===== src/rtl/core/fbpa_ram.sv =====
// Generic simple dual-port RAM: one write port, one read port with a
// registered read. No dependencies.
module fbpa_ram #(
   parameter int WIDTH = 8,
   parameter int DEPTH = 16
) (
   input  logic                     clock,
   input  logic                     wr_en,
   input  logic [$clog2(DEPTH)-1:0] wr_addr,
   input  logic [WIDTH-1:0]         wr_data,
   input  logic                     rd_en,
   input  logic [$clog2(DEPTH)-1:0] rd_addr,
   output logic [WIDTH-1:0]         rd_data
);

   logic [WIDTH-1:0] mem_ff [DEPTH];
   logic [WIDTH-1:0] rd_data_ff;

   always_ff @(posedge clock) begin
      if (wr_en) begin
         mem_ff[wr_addr] <= wr_data;
      end
      if (rd_en) begin
         rd_data_ff <= mem_ff[rd_addr];
      end
   end

   assign rd_data = rd_data_ff;

endmodule


===== config.mk =====
export PLATFORM = sky130hd
export DESIGN_NAME = fbpa_ram
export DESIGN_NICKNAME = d
export VERILOG_FILES = /design/src/rtl/core/fbpa_ram.sv
export SDC_FILE = /design/constraint.sdc
export NUM_CORES = 1
export LEC_CHECK = 0
export ABC_AREA = 1
export BUFFER_PORTS_ARGS = -buffer_cell sky130_fd_sc_hd__buf_4
export CORE_MARGIN = 4
export CORE_UTILIZATION = 45
export DETAILED_ROUTE_END_ITERATION = 12
export PLACE_DENSITY = 0.69
export SLEW_MARGIN = 10
export SYNTH_ARGS = -nofsm -noshare
export SYNTH_HDL_FRONTEND = slang
export SYNTH_SLANG_ARGS = --single-unit

===== constraint.sdc =====
create_clock -name clock -period 2 [get_ports clock]
set_clock_uncertainty 0.2 [all_clocks]
set_input_delay 0.1 -clock clock [delete_from_list [all_inputs] [get_ports clock]]
set_output_delay 0.1 -clock clock [all_outputs]
set_load 0.03 [all_outputs]

* Word level (Yosys, flattened, before mapping)
Memories as Yosys holds them, arrays and structs flattened. A register that Yosys moved wholly into a read port is not among the register bits. Index checks and enable logic that the tools add are counted.
Operators by class: mux-type cells 2
Operators with widths (number):
- 2-to-1 mux 1 bit | 2
Storage, ports and cells: register bits after elaboration 0, bits in writable memories 128, input port bits 19, output and inout bits 8, logic and storage cells 3, memories kept 1
Memory list:
- mem_ff | depth 16, width 8, read ports 1, clocked after Yosys merged registers in 1, wr ports 1, line 16 | logic [WIDTH-1:0] mem_ff [DEPTH];

* Depth between registers and ports, before layout
Gate-level depths: netlist (run 1).
word-level depth 2, mapped depth 8, gate-level depth less buffers 7

* Worst setup path after synthesis (run 1)
Ideal clock, no wire load.
path kind input-to-reg, start input wr_addr[2], end memory mem_ff[10][0] (enable), library setup time 370 ps, arrival time 681 ps, data required time 1430 ps, slack 749 ps, stages 2, buffers on the path 0, path through nand3b_1 > nor2_1
RTL lines:
- start: declaration | line 9 | input logic [$clog2(DEPTH)-1:0] wr_addr,
- end: declaration | line 16
No word-level cell before the write port.

==> flow_metrics.env, run 1 <==
export IMPL_gp_congestion=0.8409
export IMPL_drc_errors=0
export IMPL_critPathLaunchType="flip-flop"
export IMPL_max_freq_mhz=708.8
export IMPL_drv_cap=0
export IMPL_fin_crit_sh_pct=70.54
export IMPL_clk_latency_ps=410
export IMPL_fp_row_count=41
export IMPL_antenna_cells=0
export IMPL_path_class="flip-flop to flip-flop"
export IMPL_pwr_density_cell_nw_per_um2=973.8
export IMPL_ys_seq_area_share_pct=69.85
export IMPL_yosysUniqueCellTypes=11
export IMPL_synth_seq_cells=136
export IMPL_clock_sinks=136
export IMPL_share_comb_of_total_power_pct=6.5
export IMPL_rsz0062_at_grt="false"
export IMPL_synth_fp_nets=570
export IMPL_max_slew_margin_pct=59.33
export IMPL_crit_chain="nand2_1 -> nand2_1 -> nand2_1 -> nand3_1 -> nand3_1 -> nand2_1"
export IMPL_crit_buf_inv=0
export IMPL_ys_warn_count=0
export IMPL_worst_slew_pin_slew_ps=609.2
export IMPL_cpLargestDelayFamily="simple AND/OR/NAND/NOR gates"
export IMPL_grt_pass1_vias=3831
export IMPL_dp_hpwl_mm=8.112
export IMPL_switchingPower_mw=1.465
export IMPL_ir_worst_vdd_mv=0.6289
export IMPL_drt_initial_drc_count=488
export IMPL_ant_nets=0
export IMPL_grt_pass1_wl_mm=20.87
export IMPL_die_w_um=122.0
export IMPL_dieArea_um2=14880
export IMPL_clock_path_buffers=2
export IMPL_syn_avg_cell_area_um2=10.61
export IMPL_drt_pass1_iter_count=5
export IMPL_grt_max_degree=33
export IMPL_flow_area_growth_from_synthesis_pct=18.60
export IMPL_routed_wl_mm=13.13
export IMPL_fin_setup_tns_ps=0
export IMPL_internal_power_mw=5.287
export IMPL_crit_fanout=1
export IMPL_hold_violations=0
export IMPL_vias=3946
export IMPL_cts_tree="yes"
export IMPL_core_area_um2=12670
export IMPL_io_buffers=26
export IMPL_endpoint_kind="flip-flop"
export IMPL_track_usage_pct=19.04
export IMPL_die_y_um=122.0
export IMPL_setup_viol=0
export IMPL_p_sw_share_pct=21.70
export IMPL_min_period_ps=1411
export IMPL_start_util_pct=46.14
export IMPL_clkTransAtPathRegs_ps=60
export IMPL_io_pin_count=27
export IMPL_layout_common_cells="173 x nand2_1, 136 x edfxtp_1, 100 x inv_1, 97 x nand3_1, 47 x buf_4"
export IMPL_arrival_ps=1370
export IMPL_cts_root_buf="clkbuf_16"
export IMPL_pwr_share_clk_pct=45.7
export IMPL_worstPathRequired_ps=1960
export IMPL_syn_cell_area_um2=5847
export IMPL_status="finished clean"
export IMPL_post_cts_buffers=0
export IMPL_htreeDepth=4
export IMPL_wl_per_cell_um=16.66
export IMPL_p_leak_nw=2.991
export IMPL_cts_buffers=17
export IMPL_finalWorstSetupSlack_ps=589.2
export IMPL_synthCells=551
export IMPL_drv_slew=0
export IMPL_grt_overflow_total=0
export IMPL_crit_slowest_cell="edfxtp_1"
export IMPL_fin_nets=622
export IMPL_pwr_share_seq_pct=47.8
export IMPL_drive_gt1_share_pct=12.82
export IMPL_final_common_cell="nand2_1"
export IMPL_crit_path_max_incr_delay_ps=370
export IMPL_antenna_found_initial=0
export IMPL_place_ws_ps=369.0
export IMPL_viasPerCell=5.008
export IMPL_hp_class="input port to flip-flop"
export IMPL_cp_common_cell="nand2_1"
export IMPL_rrSetupSlack_ps=590
state kept, by name, summed over array words and instances, names as in the netlist:
signal,flops
mem_ff,128
rd_data,8
metal layers:
layer | wire length [um] | up-vias | track usage (%) | part of all wire [%]
li1 | - | 1883 | - | -
met1 | 5618 | 1889 | 25.47 | 43
met2 | 6458 | 149 | 30.70 | 49
met3 | 781 | 25 | 3.714 | 6.0
met4 | 268 | 0 | 7.773 | 2.0
met5 | 0 | - | 0 | 0
path summary, 6_finish.rpt:
path,from,to,cells after the start
setup / recovery,mem_ff[2][4],rd_data[4],6
hold / removal,rd_addr[2],rd_data[7],4
setup reg to reg,mem_ff[2][4],rd_data[4],6
hold reg to reg,mem_ff[14][7],rd_data[7],6
cell type report:
type	instances	area [um^2]
clock inverter	15	160.2
multi-input combinational	289	1214
inverter	102	382.9
fill	1091	5737
sequential	136	4084
timing repair buffer	57	452.9
clock buffer	17	425.4
tap	172	215.2
power groups by stage:
stage / Clock (mW) / Combinational (mW) / Sequential (mW)
after floorplan: 0 / 0.225 / 3.31
after global placement: 0 / 0.417 / 3.29
after detailed placement: 0 / 0.424 / 3.29
after CTS: 3.11 / 0.441 / 3.23
after global routing: 3.25 / 0.487 / 3.23
final: 3.08 / 0.440 / 3.23
kinds of logic (layout without fill, tap and decap cells):
family                 count (synthesis)  in the layout  synth area share (%)
buffers and inverters                126            191                 9.394
DFF                                  136            136                 69.85
and+or+nand+nor                      289            289                 20.76
worst min-delay path, stage by stage:
cell and delay [ps]:
buf_4 180, nand3_1 100, nand3_1 70, nand2_1 60
cells in the mapped netlist (all sizes together):
cell type  number  area, um^2
buf            24       166.4
edfxtp        136        4084
inv           102       382.9
nand2         173       649.4
nand3          97       485.5
nand3b          2       15.01
nor2           17       63.81
per-stage QoR:
| step | hold WS [ps] | instances | instance area, um^2 | utilization, % | power (mW) |
|---|---|---|---|---|---|
| final | 15.89 | 788 | 6934 | 54.73 | 6.753 |
| after global routing | 30.27 | 788 | 6934 | 54.73 | 6.971 |
| after CTS | 2.228 | 788 | 6934 | 54.73 | 6.782 |
| after detailed placement | 202.6 | 746 | 6248 | 49.31 | 3.712 |
| after global placement | 208.4 | 746 | 6248 | 49.31 | 3.704 |
| after floorplan | -1.131 | 551 | 5847 | - | 3.538 |
timing repair:
action | 4_1_cts | 5_1_grt
endpoints found under the hold margin | 144 | 0
resized for setup | 0 | 0
hold buffers | 10 | 0
Power figures use the tool's default switching activity.
==> inputs of run 2 (changes only) <==
==> constraint.sdc (replaced) <==
create_clock -name clock -period 1.3 [get_ports clock]
set_clock_uncertainty 0.2 [all_clocks]
set_input_delay 0.065 -clock clock [delete_from_list [all_inputs] [get_ports clock]]
set_output_delay 0.065 -clock clock [all_outputs]
set_load 0.03 [all_outputs]
==> flow_metrics.env, run 2 (same netlist as run 1, synthesis figures left out) <==
export IMPL_dieArea_um2=14880
export IMPL_fillerInstances=1027
export IMPL_largest_reg_flops=128
export IMPL_setup_viol=0
export IMPL_io_buffers=26
export IMPL_drt_pass1_iter_count=5
export IMPL_clock_path_buffers=2
export IMPL_cts_buffers=17
export IMPL_utilization_pct=57.01
export IMPL_p_leak_nw=3.102
export IMPL_rr_worst_depth=6
export IMPL_hp_class="input port to flip-flop"
export IMPL_pwr_density_cell_nw_per_um2=1477
export IMPL_viasPerCell=4.948
export IMPL_wl_per_cell_um=16.56
export IMPL_rsz0062_at_grt="true"
export IMPL_max_slew_margin_pct=54.95
export IMPL_min_path_cells=6
export IMPL_fp_row_count=41
export IMPL_routed_wl_mm=13.13
export IMPL_reg2reg_from="mem_ff[9][4]"
export IMPL_ir_worst_vdd_mv=0.9255
export IMPL_ant_nets=0
export IMPL_place_area_um2=6329
export IMPL_die_w_um=122.0
export IMPL_fin_crit_sh_pct=98.54
export IMPL_htreeDepth=4
export IMPL_clock_sinks=136
export IMPL_dp_hpwl_mm=7.896
export IMPL_antenna_cells=0
export IMPL_switchingPower_mw=2.279
export IMPL_dp_cells=750
export IMPL_p_sw_share_pct=21.35
export IMPL_r2r_end="rd_data[4]"
export IMPL_drive_gt1_share_pct=19.48
export IMPL_clk_latency_ps=410
export IMPL_clkTransAtPathRegs_ps=60
export IMPL_min_to="rd_data[2]"
export IMPL_post_cts_buffers=0
export IMPL_internal_power_mw=8.393
export IMPL_start_util_pct=46.14
export IMPL_critPathLaunchType="flip-flop"
export IMPL_core_area_um2=12670
export IMPL_status="finished clean"
export IMPL_grt_overflow_total=0
export IMPL_antenna_found_initial=0
export IMPL_final_common_cell="nand2_1"
export IMPL_grt_max_degree=40
export IMPL_flow_area_growth_from_synthesis_pct=23.54
export IMPL_top_register="mem_ff"
export IMPL_drt_initial_drc_count=378
export IMPL_io_pin_count=27
export IMPL_instances_no_fill=793
export IMPL_fin_nets=627
export IMPL_crit_fanout=1
export IMPL_arrival_ps=1250
export IMPL_drv_slew=0
export IMPL_pwr_share_seq_pct=46.6
export IMPL_gp_congestion=0.8329
export IMPL_die_y_um=122.0
export IMPL_grt_pass1_vias=3839
export IMPL_drv_cap=0
export IMPL_worst_slew_pin_slew_ps=674.7
export IMPL_cts_root_buf="clkbuf_16"
export IMPL_endpoint_kind="flip-flop"
export IMPL_grt_pass1_wl_mm=21.02
export IMPL_cts_tree="yes"
export IMPL_min_period_ps=1281
export IMPL_hold_violations=0
export IMPL_layout_common_cells="166 x nand2_1, 136 x edfxtp_1, 98 x inv_1, 66 x nand3_1, 47 x buf_4"
export IMPL_hold_start="rd_addr[1]"
export IMPL_max_freq_mhz=780.6
export IMPL_worstPathRequired_ps=1270
export IMPL_share_comb_of_total_power_pct=7.0
export IMPL_fin_area_um2=7223
export IMPL_vias=3924
export IMPL_holdWs_ps=48.70
export IMPL_pwr_share_clk_pct=46.4
export IMPL_fin_setup_tns_ps=0
export IMPL_rrSetupSlack_ps=20
export IMPL_track_usage_pct=19.02
export IMPL_path_class="flip-flop to flip-flop"
export IMPL_drc_errors=0
## run 2: cell types whose count changed in the layout (fill, tap and decap cells not counted), moves of 2 or more
cell / previous run / this run
inv_2: 2 / 4
clkbuf_1: 0 / 2
nand3_1: 97 / 66
clkinv_2: 6 / 2
nand3_2: 0 / 31
inv_1: 100 / 98
nand2_1: 173 / 166
nand2_2: 0 / 7
buf_12: 0 / 4
## run 2: metrics by stage
stage | power (mW) | setup slack (ps)
floorplan | 5.443 | 84.16
global placement | 5.724 | -194.8
detailed placement | 5.735 | -209.3
CTS | 10.69 | 3.096
global route | 11.02 | -43.32
finish | 10.67 | 18.92
## run 2: worst max-delay path by stage
| stage | cells past startpoint | startpoint | slack (ps) | to |
|---|---|---|---|---|
| after CTS | 6 | mem_ff[7][3] | 3 | rd_data[3] |
| after detailed placement | 6 | rd_addr[1] | -210 | rd_data[4] |
| after global placement | 6 | rd_addr[1] | -190 | rd_data[0] |
| after global routing | 6 | mem_ff[7][3] | -40 | rd_data[3] |
| final | 6 | mem_ff[9][4] | 20 | rd_data[4] |
| after floorplan | 2 | wr_addr[3] | 80 | mem_ff[4][0] |
## run 2: metal layers
layer / track usage (%) / routed length [um] / vias up
li1: - / - / 1893
met1: 26.42 / 5859 / 1883
met2: 29.80 / 6223 / 132
met3: 3.946 / 805 / 16
met4: 6.933 / 241 / 0
met5: 0 / 0 / -
## run 2: timing repair
item                                    CTS  global route
hold buffers                             11             0
endpoints found under the hold margin   144             0
resized for setup                        10            30
pin swaps                                 1            28
endpoints found under the setup margin    6             8
## run 2: worst max-delay path, stage by stage (launching register included)
cell      delay, ps
edfxtp_1        360
inv_1            60
nand2_1          60
nand3_2         100
nand3_2         110
nand3_1         100
nand2_1          60
## run 2: power by group through the flow
stage          Combinational [mW]  Clock, mW  Sequential (mW)
6_report                    0.751       4.95             4.97
2_1_floorplan               0.346          0             5.10
4_1_cts                     0.721       4.99             4.97
5_1_grt                     0.825       5.22             4.98
3_5_place_dp                0.674          0             5.06
3_3_place_gp                0.667          0             5.06
## run 2: layout make-up
type / instances / area (um^2) / share of cell area (%)
multi-input combinational: 289 / 1386 / 19.19
clock buffer: 19 / 432.9 / 5.993
clock inverter: 13 / 178.9 / 2.477
sequential: 136 / 4084 / 56.54
tap: 172 / 215.2 / 2.979
inverter: 102 / 382.9 / 5.301
timing repair buffer: 62 / 543.0 / 7.518
