<file path="src/rtl/core/fbpa_pkg.sv">
// Package for the fixed block pool allocator: sizes, codes, FSM states and
// the structs passed between the allocator modules. No dependencies.
package fbpa_pkg;

   localparam int MAX_BLOCKS      = 1024;
   localparam int LINK_NODE_BYTES = 16;
   localparam int ADDR_BITS       = 48;

   localparam int IDX_W      = $clog2(MAX_BLOCKS);
   localparam int CNT_W      = $clog2(MAX_BLOCKS + 1);
   localparam int BYTES_W    = 16;
   localparam int ALIGN_W    = 13;
   localparam int STRIDE_W   = 17;
   localparam int PROD_W     = IDX_W + STRIDE_W;
   localparam int REM_CNT_W  = $clog2(ADDR_BITS);
   localparam int CSR_ADDR_W = 5;
   localparam int CSR_DATA_W = 64;
   localparam int REG_IDX_W  = 2;

   typedef enum logic [1:0] {
      OP_INIT    = 2'd0,
      OP_ALLOC   = 2'd1,
      OP_RELEASE = 2'd2
   } op_type;

   typedef enum logic [1:0] {
      ST_OK    = 2'd0,
      ST_EMPTY = 2'd1,
      ST_BAD   = 2'd2
   } status_type;

   typedef enum logic [REG_IDX_W-1:0] {
      REG_BLOCK_COUNT = 2'd0,
      REG_BLOCK_BYTES = 2'd1,
      REG_ALIGN_BYTES = 2'd2,
      REG_POOL_BASE   = 2'd3
   } reg_type;

   typedef enum logic [2:0] {
      S_IDLE,
      S_EXEC,
      S_DIV_ELEM,
      S_DIV_BASE,
      S_LINK,
      S_FIN,
      S_HOLD
   } state_type;

   typedef struct packed {
      logic [CNT_W-1:0]     block_count;
      logic [BYTES_W-1:0]   block_bytes;
      logic [ALIGN_W-1:0]   align_bytes;
      logic [ADDR_BITS-1:0] pool_base;
   } cfg_type;

   typedef struct packed {
      logic [1:0]           status;
      logic [IDX_W-1:0]     block_index;
      logic [ADDR_BITS-1:0] block_address;
      logic [CNT_W-1:0]     free_blocks;
      logic [CNT_W-1:0]     allocated_blocks;
   } res_type;

endpackage

</file>
<file path="src/rtl/core/fbpa_csr.sv">
// Configuration registers of the pool allocator behind an APB-style port.
// Depends on fbpa_pkg for the register map and the cfg_type struct.
module fbpa_csr
   import fbpa_pkg::*;
(
   input  logic                  clock,
   input  logic                  reset,
   input  logic                  csr_psel,
   input  logic                  csr_penable,
   input  logic                  csr_pwrite,
   input  logic [CSR_ADDR_W-1:0] csr_paddr,
   input  logic [CSR_DATA_W-1:0] csr_pwdata,
   output logic [CSR_DATA_W-1:0] csr_prdata,
   output logic                  csr_pready,
   output cfg_type               cfg
);

   cfg_type               cfg_ff, cfg_in;
   logic [REG_IDX_W-1:0]  reg_idx;
   logic                  wr_en;

   assign reg_idx = csr_paddr[CSR_ADDR_W-1:3];
   assign wr_en   = csr_psel && csr_penable && csr_pwrite;

   always_comb begin
      cfg_in = cfg_ff;
      if (wr_en) begin
         case (reg_idx)
            REG_BLOCK_COUNT: cfg_in.block_count = csr_pwdata[CNT_W-1:0];
            REG_BLOCK_BYTES: cfg_in.block_bytes = csr_pwdata[BYTES_W-1:0];
            REG_ALIGN_BYTES: cfg_in.align_bytes = csr_pwdata[ALIGN_W-1:0];
            REG_POOL_BASE:   cfg_in.pool_base   = csr_pwdata[ADDR_BITS-1:0];
            default:         cfg_in = cfg_ff;
         endcase
      end
   end

   always_comb begin
      case (reg_idx)
         REG_BLOCK_COUNT: csr_prdata = CSR_DATA_W'(cfg_ff.block_count);
         REG_BLOCK_BYTES: csr_prdata = CSR_DATA_W'(cfg_ff.block_bytes);
         REG_ALIGN_BYTES: csr_prdata = CSR_DATA_W'(cfg_ff.align_bytes);
         REG_POOL_BASE:   csr_prdata = CSR_DATA_W'(cfg_ff.pool_base);
         default:         csr_prdata = '0;
      endcase
   end

   always_ff @(posedge clock) begin
      if (reset) begin
         cfg_ff.block_count <= CNT_W'(MAX_BLOCKS);
         cfg_ff.block_bytes <= BYTES_W'(64);
         cfg_ff.align_bytes <= '0;
         cfg_ff.pool_base   <= '0;
      end else begin
         cfg_ff <= cfg_in;
      end
   end

   assign csr_pready = 1'b1;
   assign cfg        = cfg_ff;

endmodule

</file>
<file path="config.mk">
export PLATFORM = sky130hd
export DESIGN_NAME = fbpa_csr
export DESIGN_NICKNAME = d
export VERILOG_FILES = /design/src/rtl/core/fbpa_pkg.sv /design/src/rtl/core/fbpa_csr.sv
export SDC_FILE = /design/constraint.sdc
export NUM_CORES = 1
export LEC_CHECK = 0
export BUFFER_PORTS_ARGS = -buffer_cell sky130_fd_sc_hd__buf_2
export CAP_MARGIN = 20
export CORE_MARGIN = 8
export CORE_UTILIZATION = 42
export DETAILED_ROUTE_END_ITERATION = 6
export PLACE_DENSITY = 0.8
export SYNTH_ARGS = -nofsm -noshare
export SYNTH_HDL_FRONTEND = slang
export SYNTH_SLANG_ARGS = --single-unit
</file>
<file path="constraint.sdc">
create_clock -name clock -period 2.4 [get_ports clock]
set_input_delay 0.72 -clock clock [delete_from_list [all_inputs] [get_ports clock]]
set_output_delay 0.72 -clock clock [all_outputs]
set_load 0.01 [all_outputs]
</file>
# Word-level counts from Yosys, hierarchy flattened
# Index checks and enable logic that the tools add are counted.
# word_totals
regBits	88
inputBits	74
output_inout_bits	153
word_cells	15
# op_classes
n_eq_ne	3
muxes	1
reduce_logical	7
# ops
op	n
$pmux W64 S4	1
$reduce_and A2 Y1	4
$eq A2 B2 Y1 const B	2
$eq A2 B1 Y1 const B	1
$logic_and A1 B1 Y1	2
$logic_not A2 Y1	1

# Longest topological paths before layout
# Gate-level depths: netlist of run 1.
# depth
word_depth	3
depth_mapped	6
mapped_depth_nobuf	3

# Worst setup path before layout of run 1
# Ideal clock, no wire load.
# synth_path
kind	in2out
start	in csr_paddr[3]
end	out csr_prdata[1]
t_arrival_ns	1.711
required_time_ns	1.680
slack_ns	-0.031
path_stages	4
n_path_buf	3
path_cell_list	buf_4 clkbuf_1 buf_2 mux4_2
# synth_between
elab_chain_len	2
elab_cells_between_ends	5
classes_between	3 x eq/ne; 1 x mux; 1 x reduce/logical
# synth_rtl
item	line	source
start, declared	fbpa_csr.sv:11	input logic [CSR_ADDR_W-1:0] csr_paddr,
$eq A2 B2 Y1, or another cell as far along	fbpa_csr.sv:39	case (reg_idx)
$pmux W64 S4 *	fbpa_csr.sv:39	
end, declared	fbpa_csr.sv:13	output logic [CSR_DATA_W-1:0] csr_prdata,
# Every way passes the cells marked *; elsewhere a longest branch is shown, timed or not. The select of a mux whose other input is x is not followed.

# Worst setup path in the final report of run 1
# layout_path
start	in csr_paddr[4]
end	out csr_prdata[10]
# The elaborated chain is that of the path after synthesis.

==> metrics.md, run 1 <==
| Metric | Value |
|---|---|
| Status | `finished clean` |
| Layout fillers | `933` |
| Grt met2 use | `0.288` |
| Final slew viol count | `0` |
| Port Buffers | `190` |
| Maxcap violations | `0` |
| Worst setup path endpoint | `csr_prdata[10]` |
| Class of the worst hold path | `reg2reg` |
| Number of flip-flops in the largest register | `88` |
| Clk root buf | `clkbuf_8` |
| CP required | `1.68 ns` |
| Reg clk slew, reported paths | `0.09 ns` |
| Crit path max fanout | `6` |
| Pwr dens | `500 nW/um2` |
| Multi-input logic area | `2410 um2` |
| R2r startpoint | `cfg[29]` |
| HPWL after DPL | `9.51 mm` |
| Leak | `2.94 nW` |
| Cell depth of the worst setup path | `4` |
| Fin crit period | `2.36 ns` |
| Sequential share of the synthesized area | `0.395` |
| GRT overflow | `0` |
| DR WL/cell | `16.4 um` |
| R2R Path End | `cfg[29]` |
| Post-route insts no fill | `803` |
| WP buf/inv | `3` |
| Startpoint Class | `primary input` |
| Die H | `119 um` |
| Antenna-violating nets left | `0` |
| 1st-pass router iterations | `4` |
| CP max stage delay | `0.50 ns` |
| Worst reg2reg setup slack | `1.64 ns` |
| Hold Path Depth | `2` |
| RSZ-0062 raised after global routing | `false` |
| Layout cells sized above 1 | `0.367` |
| Synthesized cell area | `4460 um2` |
| Critical path startpoint | `csr_paddr[4]` |
| Final setup viols | `0` |
| Tot GR Track Use | `0.179` |
| First-pass GRT wire length | `21.2 mm` |
| GRT Max-Usage Layer | `met2` |
| Initial antenna violation count | `0` |
| Vias | `4,047` |
| Die X | `119 um` |
| Die ar. | `14,200 um2` |
| Starting density of the core | `0.432` |
| GPL Wtd Cong | `0.764` |
| Distinct cell type count of the synthesized netlist | `25` |
| CP max stage cell | `mux4_2` |
| Core Footprint | `10,300 um2` |
| Site row count | `37` |
| Signal arrival time at the worst endpoint | `1.64 ns` |
| Tcrit/Tclk final | `0.981` |
| H-Tree Depth | `3` |
| Maximum clock path buffer count | `2` |
| DRC | `0` |
| TritonCTS clock tree | `yes` |
| FF+latch count, synth | `88` |
| Worst slew margin | `0.521` |
| Final count of hold timing violations | `0` |
| Yosys warning total | `0` |
| DRT iter0 DRCs | `243` |
| Fmax | `425 MHz` |
| Sequential Area | `1760 um2` |
| Power, Total | `2.86 mW` |
| Post-Route WL | `13.1 mm` |
| Hold WS | `0.497 ns` |
| Largest net degree at the start of global routing | `57` |
| Syn Area/Cell | `9.14 um2` |
| Boundary Pins | `227` |
| Nets | `736` |
| Synth Instances | `488` |
| Crit path capture type | `output port` |
| Diode count | `0` |
| Post-Place Cells | `786` |
| CTS buffer count | `9` |
| Final Cell Area | `5720 um2` |
| CP Class | `in2out` |
| VDD IR-drop max | `0.298 mV` |
| Layout area overhead | `28.3%` |
| Delay-heaviest family, CP | `multiplexers` |
| Clock Sinks | `88` |
| Vias in the first global route | `4,124` |
| Met1 GRT Util | `0.213` |
| Critical-path cell list | `buf_4, buf_12, mux4_2, buf_2` |
| GRT met3 Usage | `0.0770` |
| Slew @ Worst Pin | `0.719 ns` |
| R2R cell count | `3` |
| Post-DP Area | `5490 um2` |
| Worst skew pair latency | `0.35 ns` |
| Setup TNS | `0 ns` |
| Clock Skew | `0 ns` |
| Vias per Instance | `5.04` |
-- placed cells by master (no fill, tap or decap), drive strengths merged, types with 2 or more instances in the layout --
cell type / instances
a22o: 2
and3: 32
dfxtp: 88
mux2: 2
nor2: 4
nor2b: 52
clkbuf: 12
nand2b: 86
mux4: 11
conb: 17
mux2i: 43
clkinv: 3
o21ai: 96
buf: 210
-- worst min-delay path by stage --
stage | start | endpoint | slack [ns]
6_report | cfg[60] | cfg[60] | 0.50
2_1_floorplan | cfg[61] | cfg[61] | 0.50
4_1_cts | cfg[84] | cfg[84] | 0.49
3_5_place_dp | cfg[84] | cfg[84] | 0.48
5_1_grt | cfg[61] | cfg[61] | 0.50
3_3_place_gp | cfg[80] | cfg[80] | 0.47
-- per-layer routing --
| metal | wire length (um) | part of all wire | vias up |
|---|---|---|---|
| li1 | - | - | 1961 |
| met1 | 5530 | 0.42 | 1884 |
| met2 | 6110 | 0.46 | 193 |
| met3 | 1390 | 0.11 | 9 |
| met4 | 117 | 0.0089 | 0 |
| met5 | 0 | 0 | - |
-- worst reg2reg max path: stages (launching register included) --
cell and delay, ns:
dfxtp_1 0.33, nor2b_1 0.13, o21ai_0 0.08, o21ai_0 0.10
-- synth_stat cells, drive strengths merged --
cell type	instances	share of area
mux2i	43	0.096
o21ai	96	0.11
or2	1	0.0014
buf	27	0.050
and3	32	0.045
conb	2	0.0017
nand2	1	0.0014
nand2b	86	0.12
nor2	4	0.0034
clkbuf	36	0.031
nor2b	52	0.073
dfxtp	88	0.39
or3	1	0.0014
or3b	1	0.0020
nand3	1	0.0022
mux2	2	0.0050
a22o	2	0.0039
nand4	1	0.0014
nor3b	1	0.0028
mux4	11	0.056
-- cell families (layout without fill, tap and decap cells) --
| group | count (synthesis) | count (layout) | synth area share |
|---|---|---|---|
| flops | 88 | 88 | 0.395 |
| simple gates | 181 | 181 | 0.254 |
| buf+inv | 63 | 227 | 0.0805 |
| other cells | 2 | 17 | 0.00168 |
| compound gates | 98 | 98 | 0.112 |
| mux | 56 | 56 | 0.157 |
-- power by group --
group | leakage (nW) | switching, mW | total, mW | internal [mW]
clock | 0.109 | 0.517 | 1.05 | 0.537
sequential | 0.710 | 0.0141 | 1.49 | 1.48
combinational | 2.12 | 0.175 | 0.318 | 0.143
-- cell type report --
type | count | area share
sequential | 88 | 0.308
clock buffer | 11 | 0.0264
clock inverter | 5 | 0.00940
multi-input combinational | 352 | 0.420
tap | 136 | 0.0297
timing repair buffer | 211 | 0.206
-- timing repair --
item	in CTS	in global routing
setup endpoints to repair	9	19
buffers inserted	1	0
pin swaps	0	0
resized for setup	3	4
endpoints found under the hold margin	0	0
hold buffers	0	0
-- stage by stage --
| stage | util | setup WS, ns |
|---|---|---|
| 2_1_floorplan | - | 0.0684 |
| 3_5_place_dp | 0.532 | -0.0236 |
| 4_1_cts | 0.553 | 0.0168 |
| 3_3_place_gp | 0.532 | -0.0198 |
| 6_report | 0.554 | 0.0445 |
| 5_1_grt | 0.554 | 0.0158 |
(Power assumes the default switching activity.)
==> inputs of run 2 (changes only) <==
Settings changed: SETUP_SLACK_MARGIN from default to 0.5, SKIP_LAST_GASP from default to 1.
==> run 2 against run 1 <==
Wire length increased by 7.8%. Register-to-register slack got worse by 0.08 ns. Cell area increased by 5.0%. Sequential power about the same. Combinational power increased by 8.5%. Sequential share of layout area decreased by 1.5 points. Sequential cell count unchanged. Setup slack improved by 0.031 ns. Clock-buffer cell count decreased by 2. Clock skew unchanged. Maximum frequency increased by 1.3%. Hold slack got worse by 0.0022 ns.
==> metrics.md, run 2 (synthesis results as in run 1) <==
| Metric | Value |
|---|---|
| Tot GR Track Use | `0.193` |
| Die X | `119 um` |
| Final slew viol count | `0` |
| Commonest non-fill, non-tap cell in the layout | `buf_2` |
| Vias in the first global route | `4,337` |
| CP required | `1.68 ns` |
| CP Class | `in2out` |
| HPWL after DPL | `10.1 mm` |
| Final WS setup | `0.0757 ns` |
| Clock Skew | `0 ns` |
| R2R cell count | `3` |
| Starting density of the core | `0.432` |
| Maximum clock path buffer count | `2` |
| Most frequent cells in the layout | `buf_2 (179), o21ai_0 (92), dfxtp_1 (88)` |
| Status | `finished clean` |
| First-pass GRT wire length | `22.7 mm` |
| DR WL/cell | `17.7 um` |
| Final setup viols | `0` |
| DRT iter0 DRCs | `226` |
| Core Footprint | `10,300 um2` |
| Fmax | `430 MHz` |
| GRT overflow | `0` |
| Class of the worst hold path | `reg2reg` |
| Signal arrival time at the worst endpoint | `1.60 ns` |
| Maxcap violations | `0` |
| Fin crit period | `2.32 ns` |
| Cell depth of the worst setup path | `4` |
| H-Tree Depth | `3` |
| Largest net degree at the start of global routing | `73` |
| Clk root buf | `clkbuf_8` |
| Most frequent CP cell | `buf_12` |
| Hold Path Depth | `2` |
| DRC | `0` |
| Boundary Pins | `227` |
| Tcrit/Tclk final | `0.968` |
| Vias | `4,103` |
| CTS buffer count | `9` |
| Nets | `737` |
| Critical-path cell list | `buf_12, buf_12, mux4_2, buf_2` |
| Final count of hold timing violations | `0` |
| TritonCTS clock tree | `yes` |
| Clock Sinks | `88` |
| Final Cell Area | `6010 um2` |
| RSZ-0062 raised after global routing | `true` |
| Antenna-violating nets left | `0` |
| WP buf/inv | `3` |
| Reg clk slew, reported paths | `0.09 ns` |
| Site row count | `37` |
| Setup TNS | `0 ns` |
| Number of flip-flops in the largest register | `88` |
| Hold WS | `0.495 ns` |
| Layout area overhead | `34.7%` |
| Post-Route WL | `14.2 mm` |
| Worst slack at placement | `-0.00905 ns` |
| Layout cells sized above 1 | `0.421` |
| 1st-pass router iterations | `4` |
| Leak | `2.90 nW` |
| Crit path max fanout | `5` |
| CP max stage cell | `mux4_2` |
| GPL Wtd Cong | `0.809` |
| Initial antenna violation count | `0` |
| Vias per Instance | `5.11` |
| Startpoint Class | `primary input` |
| Delay-heaviest family, CP | `multiplexers` |
| Power, Total | `2.87 mW` |
| CP max stage delay | `0.49 ns` |
| Layout fillers | `918` |
| VDD IR-drop max | `0.307 mV` |
| Post-route insts no fill | `803` |
| Post-Place Cells | `785` |
| Die H | `119 um` |
| Diode count | `0` |
| Crit path capture type | `output port` |
| Pwr dens | `478 nW/um2` |
| Die ar. | `14,200 um2` |
| Port Buffers | `190` |
| Final Util | `0.582` |
| Post-DP Area | `5640 um2` |
| Worst skew pair latency | `0.36 ns` |
## run 2: repair_timing
item | CTS | global route
pin swaps | 0 | 0
endpoints found under the setup margin | 50 | 52
hold buffers | 0 | 0
cloned | 1 | 0
setup buffers | 2 | 0
endpoints found under the hold margin | 0 | 0
gates resized for setup | 20 | 10
## run 2: layer usage
metal,GRT usage,up-vias,share of wire
li1,-,1964,-
met1,0.218,1993,0.41
met2,0.344,126,0.52
met3,0.0397,20,0.055
met4,0.0846,0,0.023
met5,0,-,0
## run 2: worst paths after layout
kind                                   start             to  slack, ns
worst min-delay path                 cfg[85]        cfg[85]       0.49
worst min register to register       cfg[85]        cfg[85]       0.49
worst max register to register       cfg[13]        cfg[13]       1.56
worst max-delay path            csr_paddr[4]  csr_prdata[4]       0.08
## run 2: where the power goes
group,internal [mW],switching [mW],total [mW]
clock network,0.481,0.556,1.04
logic,0.159,0.186,0.345
registers,1.48,0.0150,1.49
total,2.12,0.756,2.87
## run 2: final cells by class
| type | instances | area [um2] | area share |
|---|---|---|---|
| multi-input combinational | 352 | 2590 | 0.431 |
| clock buffer | 9 | 124 | 0.0206 |
| timing repair buffer | 212 | 1290 | 0.215 |
| sequential | 88 | 1760 | 0.293 |
| clock inverter | 6 | 70.1 | 0.0117 |
| tap | 136 | 170 | 0.0283 |
## run 2: worst reg2reg max path, stage by stage (launching register included)
cell and delay [ns]:
dfxtp_1 0.41, nor2b_1 0.18, o21ai_0 0.09, o21ai_0 0.09
