File: config.mk
export PLATFORM = sky130hd
export DESIGN_NAME = fbpa_rem
export DESIGN_NICKNAME = d
export VERILOG_FILES = /design/src/rtl/core/fbpa_pkg.sv /design/src/rtl/core/fbpa_rem.sv
export SDC_FILE = /design/constraint.sdc
export NUM_CORES = 1
export LEC_CHECK = 0
export BUFFER_PORTS_ARGS = -buffer_cell sky130_fd_sc_hd__buf_2
export CORE_ASPECT_RATIO = 1.2
export CORE_MARGIN = 2
export CORE_UTILIZATION = 55
export DETAILED_ROUTE_END_ITERATION = 8
export MAX_ROUTING_LAYER = met4
export PLACE_DENSITY_LB_ADDON = 0.15
export SYNTH_ARGS = -nofsm -noshare
export SYNTH_HDL_FRONTEND = slang
export SYNTH_SLANG_ARGS = --single-unit
export TNS_END_PERCENT = 1
File: constraint.sdc
create_clock -name clock -period 2.5 [get_ports clock]
set_input_delay 0.375 -clock clock [delete_from_list [all_inputs] [get_ports clock]]
set_output_delay 0.375 -clock clock [all_outputs]
set_load 0.01 [all_outputs]
File: src/rtl/core/fbpa_pkg.sv
// Package for the fixed block pool allocator: sizes, codes, FSM states and
// the structs passed between the allocator modules. No dependencies.
package fbpa_pkg;

   localparam int MAX_BLOCKS      = 1024;
   localparam int LINK_NODE_BYTES = 16;
   localparam int ADDR_BITS       = 48;

   localparam int IDX_W      = $clog2(MAX_BLOCKS);
   localparam int CNT_W      = $clog2(MAX_BLOCKS + 1);
   localparam int BYTES_W    = 16;
   localparam int ALIGN_W    = 13;
   localparam int STRIDE_W   = 17;
   localparam int PROD_W     = IDX_W + STRIDE_W;
   localparam int REM_CNT_W  = $clog2(ADDR_BITS);
   localparam int CSR_ADDR_W = 5;
   localparam int CSR_DATA_W = 64;
   localparam int REG_IDX_W  = 2;

   typedef enum logic [1:0] {
      OP_INIT    = 2'd0,
      OP_ALLOC   = 2'd1,
      OP_RELEASE = 2'd2
   } op_type;

   typedef enum logic [1:0] {
      ST_OK    = 2'd0,
      ST_EMPTY = 2'd1,
      ST_BAD   = 2'd2
   } status_type;

   typedef enum logic [REG_IDX_W-1:0] {
      REG_BLOCK_COUNT = 2'd0,
      REG_BLOCK_BYTES = 2'd1,
      REG_ALIGN_BYTES = 2'd2,
      REG_POOL_BASE   = 2'd3
   } reg_type;

   typedef enum logic [2:0] {
      S_IDLE,
      S_EXEC,
      S_DIV_ELEM,
      S_DIV_BASE,
      S_LINK,
      S_FIN,
      S_HOLD
   } state_type;

   typedef struct packed {
      logic [CNT_W-1:0]     block_count;
      logic [BYTES_W-1:0]   block_bytes;
      logic [ALIGN_W-1:0]   align_bytes;
      logic [ADDR_BITS-1:0] pool_base;
   } cfg_type;

   typedef struct packed {
      logic [1:0]           status;
      logic [IDX_W-1:0]     block_index;
      logic [ADDR_BITS-1:0] block_address;
      logic [CNT_W-1:0]     free_blocks;
      logic [CNT_W-1:0]     allocated_blocks;
   } res_type;

endpackage

File: src/rtl/core/fbpa_rem.sv
// Iterative remainder unit: one dividend bit per cycle, used by pool init
// for the alignment padding and the base round-up. Depends on fbpa_pkg.
module fbpa_rem
   import fbpa_pkg::*;
(
   input  logic                 clock,
   input  logic                 reset,
   input  logic                 start,
   input  logic [ADDR_BITS-1:0] dividend,
   input  logic [ALIGN_W-1:0]   divisor,
   output logic                 busy,
   output logic                 done,
   output logic [ALIGN_W-1:0]   remainder
);

   logic                 busy_ff, busy_in;
   logic                 done_ff, done_in;
   logic [REM_CNT_W-1:0] cnt_ff, cnt_in;
   logic [ADDR_BITS-1:0] shift_ff, shift_in;
   logic [ALIGN_W-1:0]   rem_ff, rem_in;
   logic [ALIGN_W-1:0]   div_ff, div_in;
   logic [ALIGN_W:0]     partial;

   always_comb begin
      busy_in  = busy_ff;
      done_in  = 1'b0;
      cnt_in   = cnt_ff;
      shift_in = shift_ff;
      rem_in   = rem_ff;
      div_in   = div_ff;
      partial  = {rem_ff, shift_ff[ADDR_BITS-1]};
      if (start) begin
         busy_in  = 1'b1;
         cnt_in   = '0;
         shift_in = dividend;
         rem_in   = '0;
         div_in   = divisor;
      end else if (busy_ff) begin
         if (partial >= {1'b0, div_ff}) begin
            rem_in = ALIGN_W'(partial - {1'b0, div_ff});
         end else begin
            rem_in = partial[ALIGN_W-1:0];
         end
         shift_in = {shift_ff[ADDR_BITS-2:0], 1'b0};
         cnt_in   = cnt_ff + 1'b1;
         if (cnt_ff == REM_CNT_W'(ADDR_BITS - 1)) begin
            busy_in = 1'b0;
            done_in = 1'b1;
         end
      end
   end

   always_ff @(posedge clock) begin
      if (reset) begin
         busy_ff <= 1'b0;
         done_ff <= 1'b0;
         cnt_ff  <= '0;
      end else begin
         busy_ff <= busy_in;
         done_ff <= done_in;
         cnt_ff  <= cnt_in;
      end
   end

   always_ff @(posedge clock) begin
      shift_ff <= shift_in;
      rem_ff   <= rem_in;
      div_ff   <= div_in;
   end

   assign busy      = busy_ff;
   assign done      = done_ff;
   assign remainder = rem_ff;

   // The controller only starts a new division once the previous one is done.
   a_no_restart: assert property (@(posedge clock) disable iff (reset)
      start |-> !busy_ff)
      else $error("remainder unit started while busy");

   a_rem_below_div: assert property (@(posedge clock) disable iff (reset)
      (done_ff && div_ff != '0) |-> (rem_ff < div_ff))
      else $error("remainder not below divisor");

endmodule

* Word-level counts from Yosys, hierarchy flattened
Index checks and enable logic that the tools add are counted.
** Storage, ports and cells
- Register bits :: 82
- Input bits :: 64
- Output and inout bits :: 15
- Logic and storage cells :: 21
** Cells by class
- Add/sub/neg operators :: 2
- $lt $le $gt $ge :: 1
- Equal/unequal tests :: 1
- Mux-type cells :: 7
- Bitwise logic cells :: 1
- Reduce and logical (&&, ||, !) cells :: 3
** Operators by type and width (count)
- two-way mux 48 bit :: 2
- >= comparator 14 x 13 -> 1 bit :: 1
- two-way mux 13 bit :: 1
- subtractor 13 bit :: 1
- adder 6 x 1 -> 6 bit (second input constant) :: 1
- == test 6 bit (second input constant) :: 1
- two-way mux 1 bit :: 4
- OR reduction 3 bit :: 1
- nonzero test 2 bit :: 1
- OR reduction 2 bit :: 1
- inverter 1 bit :: 1

* Logic depth before layout (Yosys ltp)
Gate-level depths: netlist of run 1.
- Word-level depth :: 4
- Mapped depth :: 10
- Gate-level depth less buffers :: 9

* Worst setup path before layout of run 1
No wires, ideal clock.
- Path type :: input to register
- Start point :: input port start
- End point :: register shift_ff[0] (enable)
- Library setup time :: 0.406 ns
- Arrival :: 1.755 ns
- Required time :: 2.094 ns
- Slack :: 0.338 ns
- Stages :: 3
- Path through :: clkbuf_1 inv_1 nand2_1
** On the way
- Longest elaborated chain between the ends :: 1
** Ends and longest elaborated chain
- from (decl) :: RTL line fbpa_rem.sv:8 : input logic start,
- nonzero test 2 bit (no line)
- to (signal assigned) :: RTL line fbpa_rem.sv:66 : shift_ff <= shift_in;
- to (decl) :: RTL line fbpa_rem.sv:19 : logic [ADDR_BITS-1:0] shift_ff, shift_in;
No other way between the ends.
A chain may end at the register's enable or synchronous reset.

* Final worst setup path of run 1
- Start point :: register rem_ff[3], in the netlist remainder[3]
- End point :: register rem_ff[6], in the netlist remainder[6]
** On the way
- Longest elaborated chain between the ends :: 2
- Elaborated cells on any way between the ends :: 3
** Ends and longest elaborated chain
- from (decl) :: RTL line fbpa_rem.sv:20 : logic [ALIGN_W-1:0] rem_ff, rem_in;
- from (signal assigned) :: RTL line fbpa_rem.sv:67 : rem_ff <= rem_in;
- subtractor 13 bit or >= comparator 14 x 13 -> 1 bit (tied branches) :: RTL line fbpa_rem.sv:40, fbpa_rem.sv:39
- two-way mux 13 bit (*) :: RTL line fbpa_rem.sv:39 : if (partial >= {1'b0, div_ff}) begin
Every way passes the cells marked *; elsewhere a longest branch is shown, timed or not.

==> results by group, run 1 <==
Power and ir drop
  – Leak: 1.99 nW
  – Sequential share of power: 53.1%
  – Worst vdd ir: 0.000392 V
  – Logic pwr share: 19.9%
  – Total power density per cell area: 655 nW/µm²
  – Design Power: 3.12 mW
  – Sw Pwr: 0.860 mW
  – P_int: 2.26 mW
  – Switching share of power: 27.5%
  – Clock Power Share: 27.0%

GRT
  – First-pass GRT wire length: 12.6 mm
  – Vias in the first global route: 2833
  – Initial antenna violation count: 0
  – Overflow after GRT: 0
  – Gr usage total: 21.1%
  – Largest net degree at the start of global routing: 75

Drt
  – Final wirelength: 7.54 mm
  – Starting DRC count in detailed routing: 90
  – First-pass DRT Iterations: 4
  – Via count: 2766
  – DRC viols: 0
  – Vias/cell: 5.55
  – Final antenna-violating net count: 0
  – DR WL/cell: 15.1 µm

Die
  – Die Ht: 98.6 µm
  – Die width: 82.8 µm
  – Placeable Area: 7230 µm²
  – I/O pin count: 79
  – Initial Util: 56.7%
  – Row count: 34
  – Die area: 8160 µm²

Worst setup path
  – CP Data Required Time: 2.78 ns
  – Crit Path Category: reg2reg
  – Max Fanout on Critical Path: 12
  – Worst Setup End Kind: flip-flop
  – CP arrival: 2.56 ns
  – Critical Path Source Type: flip-flop

Layout
  – Post-route insts no fill: 498
  – Nets: 482
  – Antenna Cells: 0
  – Design area: 4770 µm²
  – Proportion of layout cells with a drive suffix above 1: 38.5%
  – Area growth from synthesis to layout: 16.4%

Synthesis
  – Number of flops mapped to enable cells by yosys: 61
  – Syn_nets: 400
  – Post-synth top area share: 44.7%
  – Post-synthesis sequential area ratio: 55.0%
  – Post-synth top flop: edfxtp_1
  – Commonest cells post-synth: edfxtp_1, mux2_2, dfxtp_1
  – Syn avg cell area: 12.8 µm²
  – Synth async-reset ratio: 0%
  – Syn Inst Count: 321
  – Largest area contributor in the netlist: edfxtp_1
  – Ys Warns: 0
  – Largest cells by area after synthesis: edfxtp_1, mux2_2, dfxtp_1, ha_1, mux2i_1
  – Yosys cell types: 51
  – Synth Register Bits: 82
  – Mapped cell area: 4100 µm²
  – Count leader, synth: edfxtp_1

Timing
  – Max Clk Rate: 0.437 GHz
  – Period utilisation layout: 91.5%
  – Relative slew slack: 63.6%
  – Clock Skews: 0.00926 ns
  – Final Hold Fails: 0
  – Setup TNS: 0 ns
  – Worst-Margin Slew: 0.543 ns
  – RSZ-0062 raised after global routing: no
  – Setup ws final: 0.214 ns
  – Fin crit period: 2.29 ns
  – Slew Limit Fails: 0
  – # setup viols final: 0

Place
  – Place WS: 0.199 ns
  – Port bufs: 78
  – Area after DPL: 4600 µm²
  – Placed Cells: 482
  – Gpl congestion: 0.866
  – Post-DP HPWL: 5.25 mm

Status
  – Status: finished clean

CTS
  – CTS buffer count: 9
  – Worst skew pair latency: 0.35 ns
  – Clk sink count: 82
  – CTS tree: built
  – Hold-fix buffers, CTS: 0
  – Root Buffer: clkbuf_8
  – H-Tree Depth: 3
  – Reg clk slew, reported paths: 0.08 ns
  – Largest buffer count on any clock path: 2

Hold path
  – Worst hold path class: in2reg

Flow run
  – Max cap viols: 0
## state kept, by name, indices dropped and copies added, names as in the netlist
name / count
busy: 1
remainder: 13
done: 1
shift_ff: 48
div_ff: 13
cnt_ff: 6
## layer usage
layer	vias to the layer above	wire, µm	global-route usage [%]
met2	72	3600	31.5
li1	1370	-	-
met4	0	191	8.58
met1	1306	3380	27.0
met5	-	0	-
met3	18	367	5.77
## per-stage QoR
step | hold slack, ns | utilization [%]
floorplan | 0.447 | -
global placement | 0.466 | 63.6
detailed placement | 0.486 | 63.6
CTS | 0.165 | 65.8
global route | 0.162 | 65.9
finish | 0.187 | 65.9
## cell families (layout without fill, tap and decap cells)
kind of cell	count (synthesis)	count (layout)	share of synthesized area, %
adders and majority gates	15	15	4.76
xor gates and xnor gates	11	11	2.35
buffers and inverters	34	121	3.60
DFF	82	82	55.0
muxes	57	57	15.5
and+or+nand+nor	70	70	9.19
AOI/OAI and AO/OA	52	52	9.65
## layout by cell type (no fill, tap or decap), types with 3 or more instances in the layout
cell type  count
a21oi_1       10
dfxtp_1       21
nand3_1        9
mux2_2        47
clkbuf_1       3
xnor2_1        4
nor2_1        20
nor3_1         5
edfxtp_1      61
xor2_1         7
a21o_1         4
mux2i_1        9
nand4_1        6
buf_4          7
or3_1          3
buf_2         78
inv_1         19
o21ai_0        6
ha_1          14
nor2b_1        4
nand2_1       10
clkbuf_8       9
a211oi_1       6
## critical path: stages (launching register included)
cell and delay (ns):
dfxtp_1 0.35, ha_1 0.41, a21o_1 0.27, o31ai_4 0.36
nand3_4 0.25, buf_4 0.22, mux2i_1 0.12, a211oi_1 0.22
## layout make-up
cell class | count | area [µm²]
Clock buffer | 12 | 135
Inverter | 19 | 71.3
Tap cell | 90 | 113
Fill cell | 593 | 2460
Multi-Input combinational cell | 205 | 1710
Timing Repair Buffer | 86 | 463
Clock inverter | 4 | 27.5
Sequential cell | 82 | 2250
## power by group through the flow
stage	Sequential, mW	Clock, mW	Combinational, mW
after global routing	1.67	0.923	0.692
after detailed placement	1.69	0	0.619
final	1.66	0.844	0.621
after CTS	1.66	0.867	0.621
after global placement	1.69	0	0.607
after floorplan	1.69	0	0.449
## timing repair
action,4_1_cts,5_1_grt
endpoints found under the setup margin,0,5
resized for setup,0,2
setup buffers,0,0
hold endpoints to repair,0,0
## final timing paths
path	start	end	slack (ns)	depth (start not counted)
hold reg to reg	cnt_ff[5]$_SDFFE_PP0P_	cnt_ff[5]$_SDFFE_PP0P_	0.49	2
setup reg to reg	remainder[3]$_SDFFE_PP0P_	remainder[6]$_SDFFE_PP0P_	0.21	7
setup / recovery	remainder[3]$_SDFFE_PP0P_	remainder[6]$_SDFFE_PP0P_	0.21	7
hold / removal	reset	busy$_SDFF_PP0_	0.19	2
(Power assumes the default switching activity.)
==> run 2, diff against run 1 <==
--- a/config.mk
+++ b/config.mk
@@ -7,8 +7,9 @@
 export LEC_CHECK = 0
 export BUFFER_PORTS_ARGS = -buffer_cell sky130_fd_sc_hd__buf_2
 export CORE_ASPECT_RATIO = 1.2
-export CORE_MARGIN = 2
-export CORE_UTILIZATION = 55
+export CORE_MARGIN = 4
+export CORE_UTILIZATION = 57
+export CTS_BUF_LIST = sky130_fd_sc_hd__clkbuf_2
 export DETAILED_ROUTE_END_ITERATION = 8
 export MAX_ROUTING_LAYER = met4
 export PLACE_DENSITY_LB_ADDON = 0.15
==> results by group, run 2 (synthesis results as in run 1) <==
CTS
  – CTS tree: built
  – H-Tree Depth: 3
  – CTS buffer count: 9
  – Postcts setup bufs: 0
  – Clk sink count: 82
  – Worst skew pair latency: 0.53 ns
  – Largest buffer count on any clock path: 2
  – Root Buffer: clkbuf_2
  – Reg clk slew, reported paths: 0.25 ns

GRT
  – Largest net degree at the start of global routing: 51
  – Vias in the first global route: 2817
  – Initial antenna violation count: 0
  – Gr usage total: 20.0%
  – First-pass GRT wire length: 13.1 mm
  – Overflow after GRT: 0

Drt
  – Vias/cell: 5.57
  – Final antenna-violating net count: 0
  – DR WL/cell: 15.6 µm
  – Starting DRC count in detailed routing: 103
  – Via count: 2828
  – DRC viols: 0
  – First-pass DRT Iterations: 4
  – Final wirelength: 7.95 mm

Timing
  – Period utilisation layout: 93.6%
  – Worst-Margin Slew: 0.585 ns
  – Max Clk Rate: 0.427 GHz
  – Slew Limit Fails: 0
  – Setup TNS: 0 ns
  – Fin crit period: 2.34 ns
  – # setup viols final: 0
  – WHS: 0.111 ns
  – Final Hold Fails: 0
  – Relative slew slack: 61.0%
  – Clock Skews: 0.0358 ns
  – RSZ-0062 raised after global routing: no

Power and ir drop
  – Leak: 2.04 nW
  – Design Power: 2.99 mW
  – Total power density per cell area: 618 nW/µm²
  – Worst vdd ir: 0.000396 V

Die
  – Die width: 85.4 µm
  – Row count: 33
  – I/O pin count: 79
  – Initial Util: 59.4%
  – Placeable Area: 6900 µm²
  – Die area: 8620 µm²
  – Die Ht: 101 µm

Layout
  – Antenna Cells: 0
  – Number of flip-flops in the largest register: 48
  – Area growth from synthesis to layout: 18.2%
  – Proportion of layout cells with a drive suffix above 1: 37.5%
  – Util after Layout: 70.2%
  – Biggest register: shift_ff
  – Most frequent cells in the layout: buf_2, edfxtp_1, mux2_2, dfxtp_1, nor2_1
  – Post-route insts no fill: 508
  – Nets: 495
  – Most common cell after layout, fill and taps aside: buf_2

Worst setup path
  – FF-to-FF path depth: 7
  – Crit Path Category: reg2reg
  – Reg2reg start: remainder[7]$_SDFFE_PP0P_
  – CP Data Required Time: 2.97 ns
  – CP arrival: 2.81 ns
  – Critical Path Source Type: flip-flop
  – Worst Setup End Kind: flip-flop
  – Worst reg2reg endpoint: remainder[0]$_SDFFE_PP0P_
  – Max Fanout on Critical Path: 14
  – R2R setup slack: 0.16 ns

Place
  – Port bufs: 78
  – Gpl congestion: 0.905
  – Placed Cells: 478
  – Post-DP HPWL: 5.78 mm

Hold path
  – Worst hold path class: in2reg
  – Hold Crit Depth: 2
  – Worst min-delay path endpoint: shift_ff[0]$_SDFFCE_PN0P_
  – Hold path startpoint: dividend[0]

Status
  – Status: finished clean

Flow run
  – Max cap viols: 0
==> run 2: cell count changes in the layout (fill, tap and decap cells not counted) <==
cell	before	now
dlygate4sd3_1	0	14
clkbuf_2	0	9
clkbuf_8	9	0
clkbuf_1	3	0
clkinv_2	0	2
a31oi_1	2	3
a31oi_2	1	0
buf_4	7	6
bufinv_16	0	1
clkinv_4	0	1
clkinvlp_4	2	1
==> run 2: timing repair <==
| action | in CTS | in global routing |
|---|---|---|
| gates resized for setup | 0 | 1 |
| hold buffers | 14 | 0 |
| endpoints found under the hold margin | 14 | 0 |
| setup endpoints to repair | 0 | 3 |
==> run 2: power by group <==
group	total, mW	switching [mW]	internal (mW)
clock	0.696	0.467	0.230
sequential	1.66	0.0519	1.61
combinational	0.636	0.332	0.304
total	2.99	0.851	2.14
==> run 2: per-stage QoR <==
stage | worst slack (ns) | cell area (µm²)
2_1_floorplan | 0.338 | 4100
3_3_place_gp | 0.239 | 4590
3_5_place_dp | 0.155 | 4590
4_1_cts | 0.127 | 4840
5_1_grt | 0.0288 | 4840
6_report | 0.160 | 4840
==> run 2: layout make-up <==
type	instances	area, µm²
flip-flops and latches	82	2250
fillers	512	2050
multi-input cells	205	1700
repair buffers	99	596
well taps	87	109
inverters	19	71.3
clock inverters	7	68.8
clock buffers	9	45.0
==> run 2: worst max path at each step <==
stage	start	endpoint	slack (ns)	cells after the start
2_1_floorplan	start	shift_ff[0]$_SDFFCE_PN0P_	0.34	3
3_3_place_gp	div_ff[8]$_DFFE_PP_	remainder[0]$_SDFFE_PP0P_	0.24	8
3_5_place_dp	remainder[7]$_SDFFE_PP0P_	remainder[0]$_SDFFE_PP0P_	0.15	7
4_1_cts	remainder[7]$_SDFFE_PP0P_	remainder[0]$_SDFFE_PP0P_	0.13	7
5_1_grt	div_ff[1]$_DFFE_PP_	remainder[9]$_SDFFE_PP0P_	0.03	8
6_report	remainder[7]$_SDFFE_PP0P_	remainder[0]$_SDFFE_PP0P_	0.16	7
==> run 2: critical path, cell delays in order (launching register included) <==
cell	delay, ns
dfxtp_1	0.39
ha_1	0.45
nand4_2	0.20
nor4_4	0.33
o31ai_4	0.16
nand3_4	0.24
mux2_4	0.33
a211oi_2	0.20
==> run 2: routing by layer <==
| metal | vias to the layer above | global-route usage (%) | wire length [µm] |
|---|---|---|---|
| met1 | 1347 | 24.1 | 3410 |
| met2 | 70 | 33.1 | 4050 |
| met5 | - | - | 0 |
| met3 | 11 | 4.82 | 378 |
| li1 | 1400 | - | - |
| met4 | 0 | 6.46 | 119 |
